$ cat src/rtl/core/mdiv_pkg.sv
// ----------------------------------------------------------------------------
// mdiv_pkg
// Shared types and constants for the multiword by word divider: payload
// widths, controller states and the command/status bundles.
// ----------------------------------------------------------------------------
package mdiv_pkg;

    localparam int DATA_BITS      = 64;
    localparam int WORD_BITS_DEF  = 64;

    typedef enum logic [2:0] {
        S_IDLE,
        S_NORM,
        S_ADD,
        S_RED,
        S_DIV,
        S_FIN
    } t_state;

    typedef struct packed {
        logic cfg_load;
        logic norm_step;
        logic load;
        logic add;
        logic reduce;
        logic div_step;
        logic emit;
    } t_cmd;

    typedef struct packed {
        logic dn_msb;
        logic d_zero;
        logic cnt_zero;
    } t_stat;

endpackage

$ cat src/rtl/core/mdiv_intf.sv
// ----------------------------------------------------------------------------
// mdiv channel interfaces
// Valid/ready channels for dividend words, results and divisor writes.
// ----------------------------------------------------------------------------
interface mdiv_in_if;
    logic                           valid;
    logic                           ready;
    logic [mdiv_pkg::DATA_BITS-1:0] dividend_word;
    logic                           final_word;

    modport source (output valid, output dividend_word, output final_word, input ready);
    modport sink   (input valid, input dividend_word, input final_word, output ready);
endinterface

interface mdiv_out_if;
    logic                           valid;
    logic                           ready;
    logic [mdiv_pkg::DATA_BITS-1:0] quotient_word;
    logic [mdiv_pkg::DATA_BITS-1:0] remainder_word;
    logic                           result_last;

    modport source (output valid, output quotient_word, output remainder_word,
                    output result_last, input ready);
    modport sink   (input valid, input quotient_word, input remainder_word,
                    input result_last, output ready);
endinterface

interface mdiv_cfg_if;
    logic                           valid;
    logic                           ready;
    logic [mdiv_pkg::DATA_BITS-1:0] divisor;

    modport source (output valid, output divisor, input ready);
    modport sink   (input valid, input divisor, output ready);
endinterface

$ cat src/rtl/core/mdiv_ctrl.sv
// ----------------------------------------------------------------------------
// mdiv_ctrl
// Controller: sequences divisor normalization, the per-word prepare steps,
// the bit-serial division and the hand-off into the output register.
// ----------------------------------------------------------------------------
module mdiv_ctrl (
    input  logic            i_clk,
    input  logic            i_rst_n,
    input  logic            i_in_valid,
    output logic            o_in_ready,
    input  logic            i_cfg_valid,
    output logic            o_cfg_ready,
    output logic            o_out_valid,
    input  logic            i_out_ready,
    input  mdiv_pkg::t_stat i_stat,
    output mdiv_pkg::t_cmd  o_cmd
);

    mdiv_pkg::t_state r_state, n_state;
    logic             r_out_valid, n_out_valid;
    logic             out_free;

    assign out_free = !r_out_valid || i_out_ready;

    always_comb begin
        n_state = r_state;
        case (r_state)
            mdiv_pkg::S_IDLE: begin
                if (i_cfg_valid) begin
                    n_state = mdiv_pkg::S_NORM;
                end else if (i_in_valid) begin
                    // zero divisor needs no division
                    n_state = i_stat.d_zero ? mdiv_pkg::S_FIN : mdiv_pkg::S_ADD;
                end
            end
            mdiv_pkg::S_NORM: begin
                if (i_stat.dn_msb || i_stat.d_zero) begin
                    n_state = mdiv_pkg::S_IDLE;
                end
            end
            mdiv_pkg::S_ADD: n_state = mdiv_pkg::S_RED;
            mdiv_pkg::S_RED: n_state = mdiv_pkg::S_DIV;
            mdiv_pkg::S_DIV: begin
                if (i_stat.cnt_zero) begin
                    n_state = mdiv_pkg::S_FIN;
                end
            end
            mdiv_pkg::S_FIN: begin
                if (out_free) begin
                    n_state = mdiv_pkg::S_IDLE;
                end
            end
            default: n_state = mdiv_pkg::S_IDLE;
        endcase
    end

    always_comb begin
        o_cmd       = '0;
        o_cfg_ready = 1'b0;
        o_in_ready  = 1'b0;
        case (r_state)
            mdiv_pkg::S_IDLE: begin
                o_cfg_ready    = 1'b1;
                // a divisor write takes precedence over a word
                o_in_ready     = !i_cfg_valid;
                o_cmd.cfg_load = i_cfg_valid;
                o_cmd.load     = !i_cfg_valid && i_in_valid;
            end
            mdiv_pkg::S_NORM: o_cmd.norm_step = !(i_stat.dn_msb || i_stat.d_zero);
            mdiv_pkg::S_ADD:  o_cmd.add       = 1'b1;
            mdiv_pkg::S_RED:  o_cmd.reduce    = 1'b1;
            mdiv_pkg::S_DIV:  o_cmd.div_step  = 1'b1;
            mdiv_pkg::S_FIN:  o_cmd.emit      = out_free;
            default: o_cmd = '0;
        endcase
    end

    always_comb begin
        if (o_cmd.emit) begin
            n_out_valid = 1'b1;
        end else if (i_out_ready) begin
            n_out_valid = 1'b0;
        end else begin
            n_out_valid = r_out_valid;
        end
    end

    always_ff @(posedge i_clk) begin
        if (!i_rst_n) begin
            r_state     <= mdiv_pkg::S_IDLE;
            r_out_valid <= 1'b0;
        end else begin
            r_state     <= n_state;
            r_out_valid <= n_out_valid;
        end
    end

    assign o_out_valid = r_out_valid;

endmodule

$ cat src/rtl/core/mdiv_dp.sv
// ----------------------------------------------------------------------------
// mdiv_dp
// Datapath: normalized divisor and shift, running remainder, the two-word
// working register with a one-bit-per-cycle restoring divide step, and the
// output register.
// ----------------------------------------------------------------------------
module mdiv_dp #(
    parameter int WORD_BITS = mdiv_pkg::WORD_BITS_DEF
) (
    input  logic                           i_clk,
    input  logic                           i_rst_n,
    input  mdiv_pkg::t_cmd                 i_cmd,
    output mdiv_pkg::t_stat                o_stat,
    input  logic [mdiv_pkg::DATA_BITS-1:0] i_divisor,
    input  logic [mdiv_pkg::DATA_BITS-1:0] i_dividend_word,
    input  logic                           i_final_word,
    output logic [mdiv_pkg::DATA_BITS-1:0] o_quotient_word,
    output logic [mdiv_pkg::DATA_BITS-1:0] o_remainder_word,
    output logic                           o_result_last
);

    localparam int SW = $clog2(WORD_BITS);

    logic [WORD_BITS-1:0]   r_dn, n_dn;
    logic [SW-1:0]          r_shift, n_shift;
    logic                   r_dzero, n_dzero;
    logic [WORD_BITS-1:0]   r_rr, n_rr;
    logic [WORD_BITS-1:0]   r_hi, n_hi;
    logic [WORD_BITS-1:0]   r_lo, n_lo;
    logic                   r_last, n_last;
    logic [SW-1:0]          r_cnt, n_cnt;
    logic [WORD_BITS-1:0]   r_q, n_q;
    logic [WORD_BITS-1:0]   r_rem, n_rem;
    logic                   r_last_out, n_last_out;

    logic [WORD_BITS-1:0]   x_w;
    logic [WORD_BITS-1:0]   d_w;
    logic [2*WORD_BITS-1:0] x_wide;
    logic [WORD_BITS-1:0]   hi_step;
    logic                   take;

    assign x_w    = i_dividend_word[WORD_BITS-1:0];
    assign d_w    = i_divisor[WORD_BITS-1:0];
    assign x_wide = {{WORD_BITS{1'b0}}, x_w} << r_shift;

    // restoring step: the bit shifted out of hi forces a subtract
    assign hi_step = {r_hi[WORD_BITS-2:0], r_lo[WORD_BITS-1]};
    assign take    = r_hi[WORD_BITS-1] || (hi_step >= r_dn);

    always_comb begin
        n_dn       = r_dn;
        n_shift    = r_shift;
        n_dzero    = r_dzero;
        n_rr       = r_rr;
        n_hi       = r_hi;
        n_lo       = r_lo;
        n_last     = r_last;
        n_cnt      = r_cnt;
        n_q        = r_q;
        n_rem      = r_rem;
        n_last_out = r_last_out;

        if (i_cmd.cfg_load) begin
            n_dn    = d_w;
            n_shift = '0;
            n_dzero = (d_w == '0);
        end
        if (i_cmd.norm_step) begin
            n_dn    = r_dn << 1;
            n_shift = r_shift + SW'(1);
        end
        if (i_cmd.load) begin
            n_hi   = x_wide[2*WORD_BITS-1:WORD_BITS];
            n_lo   = x_wide[WORD_BITS-1:0];
            n_last = i_final_word;
        end
        if (i_cmd.add) begin
            n_hi = r_hi + r_rr;
        end
        if (i_cmd.reduce) begin
            // only after a divisor change in the middle of a number
            n_hi  = (r_hi >= r_dn) ? (r_hi - r_dn) : r_hi;
            n_cnt = SW'(WORD_BITS - 1);
        end
        if (i_cmd.div_step) begin
            n_hi  = take ? (hi_step - r_dn) : hi_step;
            n_lo  = {r_lo[WORD_BITS-2:0], take};
            n_cnt = r_cnt - SW'(1);
        end
        if (i_cmd.emit) begin
            n_q        = r_dzero ? {WORD_BITS{1'b1}} : r_lo;
            n_last_out = r_last;
            if (!r_last) begin
                n_rem = '0;
            end else if (r_dzero) begin
                n_rem = r_lo;
            end else begin
                n_rem = r_hi >> r_shift;
            end
            n_rr = (r_last || r_dzero) ? '0 : r_hi;
        end
    end

    always_ff @(posedge i_clk) begin
        if (!i_rst_n) begin
            // divisor 1 normalizes to the top bit
            r_dn    <= {1'b1, {(WORD_BITS-1){1'b0}}};
            r_shift <= SW'(WORD_BITS - 1);
            r_dzero <= 1'b0;
            r_rr    <= '0;
        end else begin
            r_dn    <= n_dn;
            r_shift <= n_shift;
            r_dzero <= n_dzero;
            r_rr    <= n_rr;
        end
    end

    always_ff @(posedge i_clk) begin
        r_hi       <= n_hi;
        r_lo       <= n_lo;
        r_last     <= n_last;
        r_cnt      <= n_cnt;
        r_q        <= n_q;
        r_rem      <= n_rem;
        r_last_out <= n_last_out;
    end

    assign o_stat.dn_msb   = r_dn[WORD_BITS-1];
    assign o_stat.d_zero   = r_dzero;
    assign o_stat.cnt_zero = (r_cnt == '0);

    assign o_quotient_word  = mdiv_pkg::DATA_BITS'(r_q);
    assign o_remainder_word = mdiv_pkg::DATA_BITS'(r_rem);
    assign o_result_last    = r_last_out;

endmodule

$ cat src/rtl/core/multiword_by_word_divider_top.sv
// A word goes through the add, reduce, divide and finish states; a zero divisor skips
// to finish. Words are accepted only in idle; the divide step yields one bit per cycle.
// A divisor write is normalized before the next word is accepted.
// A new word is accepted while a previous result waits in the output register.
// Reset (synchronous, active low): divisor 1, running remainder 0, no result pending.
// ----------------------------------------------------------------------------
// multiword_by_word_divider_top
// Multi-word unsigned dividend, most significant word first, divided by a
// one-word divisor register; one quotient word per input word, remainder on
// the last word.
// ----------------------------------------------------------------------------
module multiword_by_word_divider_top #(
    parameter int WORD_BITS = mdiv_pkg::WORD_BITS_DEF
) (
    input  logic       i_clk,
    input  logic       i_rst_n,
    mdiv_in_if.sink    i_in,
    mdiv_out_if.source o_out,
    mdiv_cfg_if.sink   i_cfg
);

    mdiv_pkg::t_cmd  cmd;
    mdiv_pkg::t_stat stat;

    mdiv_ctrl u_ctrl (
        .i_clk       (i_clk),
        .i_rst_n     (i_rst_n),
        .i_in_valid  (i_in.valid),
        .o_in_ready  (i_in.ready),
        .i_cfg_valid (i_cfg.valid),
        .o_cfg_ready (i_cfg.ready),
        .o_out_valid (o_out.valid),
        .i_out_ready (o_out.ready),
        .i_stat      (stat),
        .o_cmd       (cmd)
    );

    mdiv_dp #(
        .WORD_BITS (WORD_BITS)
    ) u_dp (
        .i_clk            (i_clk),
        .i_rst_n          (i_rst_n),
        .i_cmd            (cmd),
        .o_stat           (stat),
        .i_divisor        (i_cfg.divisor),
        .i_dividend_word  (i_in.dividend_word),
        .i_final_word     (i_in.final_word),
        .o_quotient_word  (o_out.quotient_word),
        .o_remainder_word (o_out.remainder_word),
        .o_result_last    (o_out.result_last)
    );

endmodule
$ cat src/flat_wrapper.sv
// flat-port wrapper written by rule: the top's interface ports become plain ports
module multiword_by_word_divider_top_flat 
#(
    parameter int WORD_BITS = mdiv_pkg::WORD_BITS_DEF
)
  (i_clk, i_rst_n, i_in_valid, i_in_dividend_word, i_in_final_word, i_in_ready, o_out_valid, o_out_quotient_word, o_out_remainder_word, o_out_result_last, o_out_ready, i_cfg_valid, i_cfg_divisor, i_cfg_ready);
  mdiv_in_if i_in_i ();
  mdiv_out_if o_out_i ();
  mdiv_cfg_if i_cfg_i ();
  input  logic i_clk;
  input  logic i_rst_n;
  input wire logic [$bits(i_in_i.valid)-1:0] i_in_valid;
  input wire logic [$bits(i_in_i.dividend_word)-1:0] i_in_dividend_word;
  input wire logic [$bits(i_in_i.final_word)-1:0] i_in_final_word;
  output wire logic [$bits(i_in_i.ready)-1:0] i_in_ready;
  output wire logic [$bits(o_out_i.valid)-1:0] o_out_valid;
  output wire logic [$bits(o_out_i.quotient_word)-1:0] o_out_quotient_word;
  output wire logic [$bits(o_out_i.remainder_word)-1:0] o_out_remainder_word;
  output wire logic [$bits(o_out_i.result_last)-1:0] o_out_result_last;
  input wire logic [$bits(o_out_i.ready)-1:0] o_out_ready;
  input wire logic [$bits(i_cfg_i.valid)-1:0] i_cfg_valid;
  input wire logic [$bits(i_cfg_i.divisor)-1:0] i_cfg_divisor;
  output wire logic [$bits(i_cfg_i.ready)-1:0] i_cfg_ready;
  assign i_in_i.valid = i_in_valid;
  assign i_in_i.dividend_word = i_in_dividend_word;
  assign i_in_i.final_word = i_in_final_word;
  assign i_in_ready = i_in_i.ready;
  assign o_out_valid = o_out_i.valid;
  assign o_out_quotient_word = o_out_i.quotient_word;
  assign o_out_remainder_word = o_out_i.remainder_word;
  assign o_out_result_last = o_out_i.result_last;
  assign o_out_i.ready = o_out_ready;
  assign i_cfg_i.valid = i_cfg_valid;
  assign i_cfg_i.divisor = i_cfg_divisor;
  assign i_cfg_ready = i_cfg_i.ready;
  multiword_by_word_divider_top #(.WORD_BITS(WORD_BITS)) u_core (.i_clk(i_clk), .i_rst_n(i_rst_n), .i_in(i_in_i), .o_out(o_out_i), .i_cfg(i_cfg_i));
endmodule
$ cat config.mk
export PLATFORM = sky130hd
export DESIGN_NAME = multiword_by_word_divider_top_flat
export DESIGN_NICKNAME = d
export VERILOG_FILES = /design/src/rtl/core/mdiv_pkg.sv /design/src/rtl/core/mdiv_intf.sv /design/src/rtl/core/mdiv_ctrl.sv /design/src/rtl/core/mdiv_dp.sv /design/src/rtl/core/multiword_by_word_divider_top.sv /design/src/flat_wrapper.sv
export SDC_FILE = /design/constraint.sdc
export NUM_CORES = 2
export LEC_CHECK = 0
export BUFFER_PORTS_ARGS = -buffer_cell sky130_fd_sc_hd__buf_2
export CAP_MARGIN = 25
export CORE_ASPECT_RATIO = 1.25
export CORE_MARGIN = 5
export CORE_UTILIZATION = 39
export CTS_BUF_LIST = sky130_fd_sc_hd__clkbuf_4
export CTS_CLUSTER_DIAMETER = 80
export CTS_CLUSTER_SIZE = 8
export DETAILED_ROUTE_END_ITERATION = 8
export PLACE_DENSITY = 0.54
export SETUP_SLACK_MARGIN = 0.2
export SLEW_MARGIN = 30
export SYNTH_ARGS = -nofsm -noshare
export SYNTH_HDL_FRONTEND = slang
export SYNTH_SLANG_ARGS = --single-unit
$ cat constraint.sdc
create_clock -name i_clk -period 18.9 [get_ports i_clk]
set_input_delay 0 -clock i_clk [delete_from_list [all_inputs] [get_ports i_clk]]
set_output_delay 0 -clock i_clk [all_outputs]
set_load 0.005 [all_outputs]
== Word-level counts from Yosys, hierarchy flattened ==
Index checks and enable logic that the tools add are counted.

* Input port bits: 134
* Register bits: 403
* Logic and storage cells: 87

* Shift-type cells: 2
* Order comparisons: 2
* Mux-type cells: 34
* Add/subtract/negate cells: 5
* Reduce and logical (&&, ||, !) cells: 19
* Equality and inequality tests: 10
* Bitwise operators: 1

{| class="wikitable"
|+ Operators with widths
! cell !! count
|-
| 64-bit 2-to-1 mux || 12
|-
| 64-bit greater-or-equal comparator || 2
|-
| 64-bit by 6-bit << shifter with 128-bit output || 1
|-
| 64-bit subtractor || 2
|-
| 64-bit adder || 1
|-
| 64-bit zero test || 1
|-
| 64-bit by 6-bit >> shifter with 64-bit output || 1
|-
| 6-bit 2-to-1 mux || 4
|-
| 3-bit 2-to-1 mux || 6
|-
| 3-bit one-hot mux with 6 select lines || 1
|-
| 1-bit 2-to-1 mux || 11
|-
| 2-bit nonzero test || 4
|-
| 6-bit by 1-bit adder with 6-bit output, second input constant || 1
|-
| 3-bit by 2-bit equality test with 1-bit output, second input constant || 2
|-
| 3-bit equality test, second input constant || 2
|-
| 6-bit zero test || 1
|-
| 3-bit inequality test, second input constant || 2
|-
| 6-bit by 1-bit subtractor with 6-bit output, second input constant || 1
|-
| 1-bit logical OR || 4
|-
| 2-bit inequality test, second input constant || 2
|-
| 4-bit AND reduction || 1
|-
| 4-bit nonzero test || 1
|-
| 3-bit by 1-bit equality test with 1-bit output, second input constant || 1
|-
| 1-bit zero test || 3
|-
| other kinds (6) || 6
|}

== Logic depth before layout (Yosys ltp) ==
* Word-level depth: 7
* Gate-level depth with buffers: 16
* Mapped depth without buffers: 15

== Hierarchy ==
From an unflattened synthesis, not the netlist that was laid out.

* Cell total of the unflattened synthesis: 4625
* Area total of the unflattened synthesis: 37803.8 um^2

{| class="wikitable"
|+ Modules (own cells, without submodules)
! module !! area an instance (um^2) !! times used !! cells an instance
|-
| mdiv_dp || 37464.7 || 1 || 4583
|-
| mdiv_ctrl || 339.1 || 1 || 42
|}

== Worst setup path after synthesis ==
Ideal clock, no wire load.

* Path kind: reg2reg
* From: reg u_core.u_ctrl.r_state[2]
* To: reg u_core.u_dp.r_hi[0], enable pin
* Required time: 18318 ps
* Setup slack: 10402 ps
* Arrival: 7917 ps
* Cell stages (with the launch flop): 8
* Buffers on the path: 1
* Setup time: 582 ps
* Cell sequence: dfxtp_1 -> clkbuf_1 -> nor4_1 -> nand2_1 -> nand2_1 -> o21ai_0 -> and3_1 -> a211oi_1

* Word-level cells in the longest chain between the ends: 4
* Elaborated cells between the ends (all ways): 11
* Those cells by class: eq/ne: 4; mux: 4; reduce/logical: 3

{| class="wikitable"
|+ RTL lines
! what !! line !! text
|-
| from (decl) || mdiv_ctrl.sv:19 || <nowiki>mdiv_pkg::t_state r_state, n_state;</nowiki>
|-
| from (signal assigned) || mdiv_ctrl.sv:90 || <nowiki>r_state <= mdiv_pkg::S_IDLE;</nowiki>
|-
| from (signal assigned) || mdiv_ctrl.sv:93 || <nowiki>r_state <= n_state;</nowiki>
|-
| 3-bit equality test, or another cell as far along || mdiv_ctrl.sv:61 || <nowiki>case (r_state)</nowiki>
|-
| 1-bit 2-to-1 mux || mdiv_ctrl.sv:61 ||
|-
| 3-bit inequality test (no line) or 4-bit nonzero test (tied branches) || n/a ||
|-
| 2-bit AND reduction (no line) (*) || n/a ||
|-
| to (signal assigned) || mdiv_dp.sv:120 || <nowiki>r_hi <= n_hi;</nowiki>
|-
| to (decl) || mdiv_dp.sv:28 || <nowiki>logic [WORD_BITS-1:0] r_hi, n_hi;</nowiki>
|}

Mark *: on every way between the ends. The rest lies on a longest branch, timed or not.
A chain may end at the register's enable or synchronous reset.

== Worst setup path after layout ==
* From: reg u_core.u_dp.r_hi[12]
* To: reg u_core.u_dp.r_hi[11], enable pin

* Word-level cells in the longest chain between the ends: 3

{| class="wikitable"
|+ RTL lines
! what !! line !! text
|-
| 64-bit greater-or-equal comparator || mdiv_dp.sv:82 || <nowiki>n_hi = (r_hi >= r_dn) ? (r_hi - r_dn) : r_hi;</nowiki>
|-
| 3-bit inequality test (no line) || n/a ||
|-
| 2-bit AND reduction (no line) || n/a ||
|}

Every way passes these cells.

==> impl_metrics.json <==
{
  "tns_ns": 0,
  "report.power.total_mw": 8.87,
  "status": "complete, no violations",
  "overflow": 0,
  "min_period_ns": 5.26,
  "dp_hpwl_microns": 130000,
  "grt_max_degree": 128,
  "yosysSeqAreaShare_pct": 28.5,
  "grt_pass1_vias": 35900,
  "arrival_ns": 5.83,
  "fillers": 9804,
  "syn_inst": 4586,
  "hold_violations": 0,
  "finalCritPeriodShare_pct": 27.8,
  "synth_ff_type": "edfxtp_1",
  "max_freq_mhz": 190,
  "vias_per_cell": 6.09,
  "irDropWorstVdd_v": 0.000101,
  "die-width_microns": 288,
  "min_path_type": "input port to register",
  "netlist_area_sq_mm": 0.0375,
  "skew_ns": 0.182,
  "synthArstFlopShare_pct": 0,
  "drive_gt1_share_pct": 15.1,
  "startpoint_type": "register",
  "setup_viol": 0,
  "core_area_sq_mm": 0.0958,
  "layout_common_cells": "nand2_1 (611), a21oi_1 (448), nor2_1 (427)",
  "rsz0062_at_grt": "false",
  "cts-root-buf": "clkbuf_4",
  "worstPathRequired_ns": 19.47,
  "post_cts_buffers": 0,
  "power.density_mw_per_mm2": 211,
  "slew-limit-headroom_pct": 22.5,
  "nets": 5106,
  "tightest_slew_ns": 1.16,
  "start_util_pct": 39.2,
  "yosysUniqueCellTypes": 106,
  "die_y_microns": 357,
  "ys_seq_elements": 403,
  "crit_path_end_kind": "register",
  "slew_viol_final": 0,
  "layout-area-overhead-vs-synth_pct": 11.9,
  "clock-sinks": 403,
  "min_delay_path_depth": 6,
  "drt_iter0_drc": 3691,
  "synth_edf_count": 264,
  "wirelength_microns": 166000,
  "fin_util_pct": 43.8,
  "place_area_sq_mm": 0.0396,
  "clkTransAtPathRegs_ns": 0.10,
  "first_pass_iters": 8,
  "htreeDepth": 2,
  "io-pin-count": 266,
  "clk_latency_ns": 0.99,
  "final_common_cell": "nand2_1",
  "avgSynthCellArea_sq_um": 8.19,
  "p_leak_nw": 16.3,
  "yosysWarnings": 0,
  "cts_made_buffers": 60,
  "drc_errors": 0,
  "reg2reg_depth": 12,
  "global_route.usage.total_pct": 31.0,
  "grt_pass1_wl_microns": 241000,
  "die-area_sq_mm": 0.103,
  "wl_per_cell_microns": 27.1,
  "r2r-start": "u_core.u_dp.r_hi[12]",
  "synth_fp_nets": 4917,
  "portBuffers": 265,
  "worstSetupStartpoint": "u_core.u_dp.r_hi[12]",
  "placementRows": 127,
  "gp_congestion": 1.03,
  "criticalPathCategory": "register to register",
  "cts_max_path_buffers": 3,
  "hp-start": "i_cfg_divisor[62]",
  "antenna_found_initial": 12,
  "cp_max_fo": 50,
  "route.vias.total": 37300,
  "fin_area_sq_mm": 0.0420,
  "cts_tree": "done",
  "ant_nets": 0,
  "maxCapViolCount": 0
}
[cells in the mapped netlist, types with 44 or more instances]
master / number / area, sq um
nand2_1: 614 / 2300
a21oi_1: 448 / 2240
nor2_1: 429 / 1610
o21ai_0: 316 / 1580
edfxtp_1: 264 / 7930
clkbuf_1: 237 / 890
ha_1: 194 / 2430
mux2i_1: 146 / 1460
dfxtp_1: 139 / 2780
inv_1: 137 / 514
nand3_1: 119 / 596
mux4_2: 112 / 2520
xnor2_1: 104 / 911
o211ai_1: 97 / 728
a211oi_1: 90 / 676
a21o_1: 90 / 676
xor2_1: 72 / 631
or2_2: 66 / 413
nand4_1: 64 / 400
mux2_2: 56 / 631
nor3_1: 55 / 275
a31oi_1: 51 / 319
and2_1: 46 / 288
buf_1: 46 / 173
nor2b_1: 46 / 288
o21bai_1: 45 / 338
o21a_1: 44 / 330
[final timing paths]
check / to / slack (ns)
max: u_core.u_dp.r_hi[11] / 13.64
max reg2reg: u_core.u_dp.r_hi[11] / 13.64
min reg2reg: u_core.u_dp.r_rr[10] / 0.46
min: u_core.u_dp.r_dn[62] / 0.12
[where the power goes]
part	switching (mW)	internal [mW]	total (mW)	leakage, nW
Clock	0.354	0.280	0.634	0.529
Combinational	4.26	2.28	6.54	12.2
Sequential	0.404	1.29	1.70	3.57
[state kept, by name, summed over array words and instances, names as in the netlist]
name and cells:
u_core.u_dp.o_remainder_word 64, u_core.u_dp.r_dzero 1, u_core.u_dp.r_last 1, u_core.u_ctrl.r_state 3, u_core.u_dp.r_shift 6, u_core.u_dp.o_quotient_word 64, u_core.u_dp.o_result_last 1, u_core.u_dp.r_lo 64
u_core.u_dp.r_cnt 6, u_core.u_dp.r_rr 64, u_core.u_dp.r_dn 64, u_core.u_dp.r_hi 64, u_core.u_ctrl.o_out_valid 1
[metrics by stage]
step           hold WS [ns]  worst slack (ns)  instances
6_report              0.115             13.64       6120
5_1_grt              0.0914             13.34       6116
4_1_cts             0.00206             13.62       6112
3_5_place_dp          0.206             13.66       5853
3_3_place_gp          0.192             13.71       5853
2_1_floorplan        0.0522             10.40       4586
[per-layer routing]
layer | vias to the layer above | track usage [%] | wire (microns) | share of wire, %
li1 | 17400 | - | - | -
met1 | 18000 | 39.0 | 66900 | 40
met2 | 1516 | 51.2 | 76700 | 46
met3 | 377 | 3.52 | 9570 | 5.8
met4 | 8 | 18.8 | 12400 | 7.5
met5 | - | 0 | 58 | 0.035
[layout make-up]
| class | instances | area [sq um] | area share (%) |
|---|---|---|---|
| multi-input cells | 3704 | 25000 | 59.5 |
| flip-flops and latches | 403 | 10700 | 25.6 |
| repair buffers | 466 | 3230 | 7.70 |
| well taps | 1290 | 1610 | 3.84 |
| clock buffers | 99 | 743 | 1.77 |
| inverters | 140 | 534 | 1.27 |
| clock inverters | 11 | 151 | 0.360 |
| diodes | 7 | 17.5 | 0.0417 |
[what timing repair did]
item / 4_1_cts / 5_1_grt
hold endpoints to repair: 143 / 0
hold buffers: 149 / 0
gates resized for setup: 0 / 0
[cells by family after synthesis]
logic type	Yosys count	synth area share, %
mux	315	12.3
fa+ha+maj	197	6.62
compound gates	1456	24.6
flops	403	28.5
xor+xnor	176	4.11
simple gates	1560	18.6
buf+inv	479	5.20
[critical path, cell delays in order, from the launching register on]
cell	delay (ns)
edfxtp_1	0.60
ha_1	0.48
nand4_1	0.39
or4_4	0.59
a21oi_2	0.27
o21ai_1	0.18
a22oi_2	0.30
a31oi_1	0.17
a21o_1	0.21
a21oi_1	0.16
nor2_1	0.09
a211oi_4	0.70
buf_4	0.67
No activity file was read; power rests on OpenSTA's default activity.
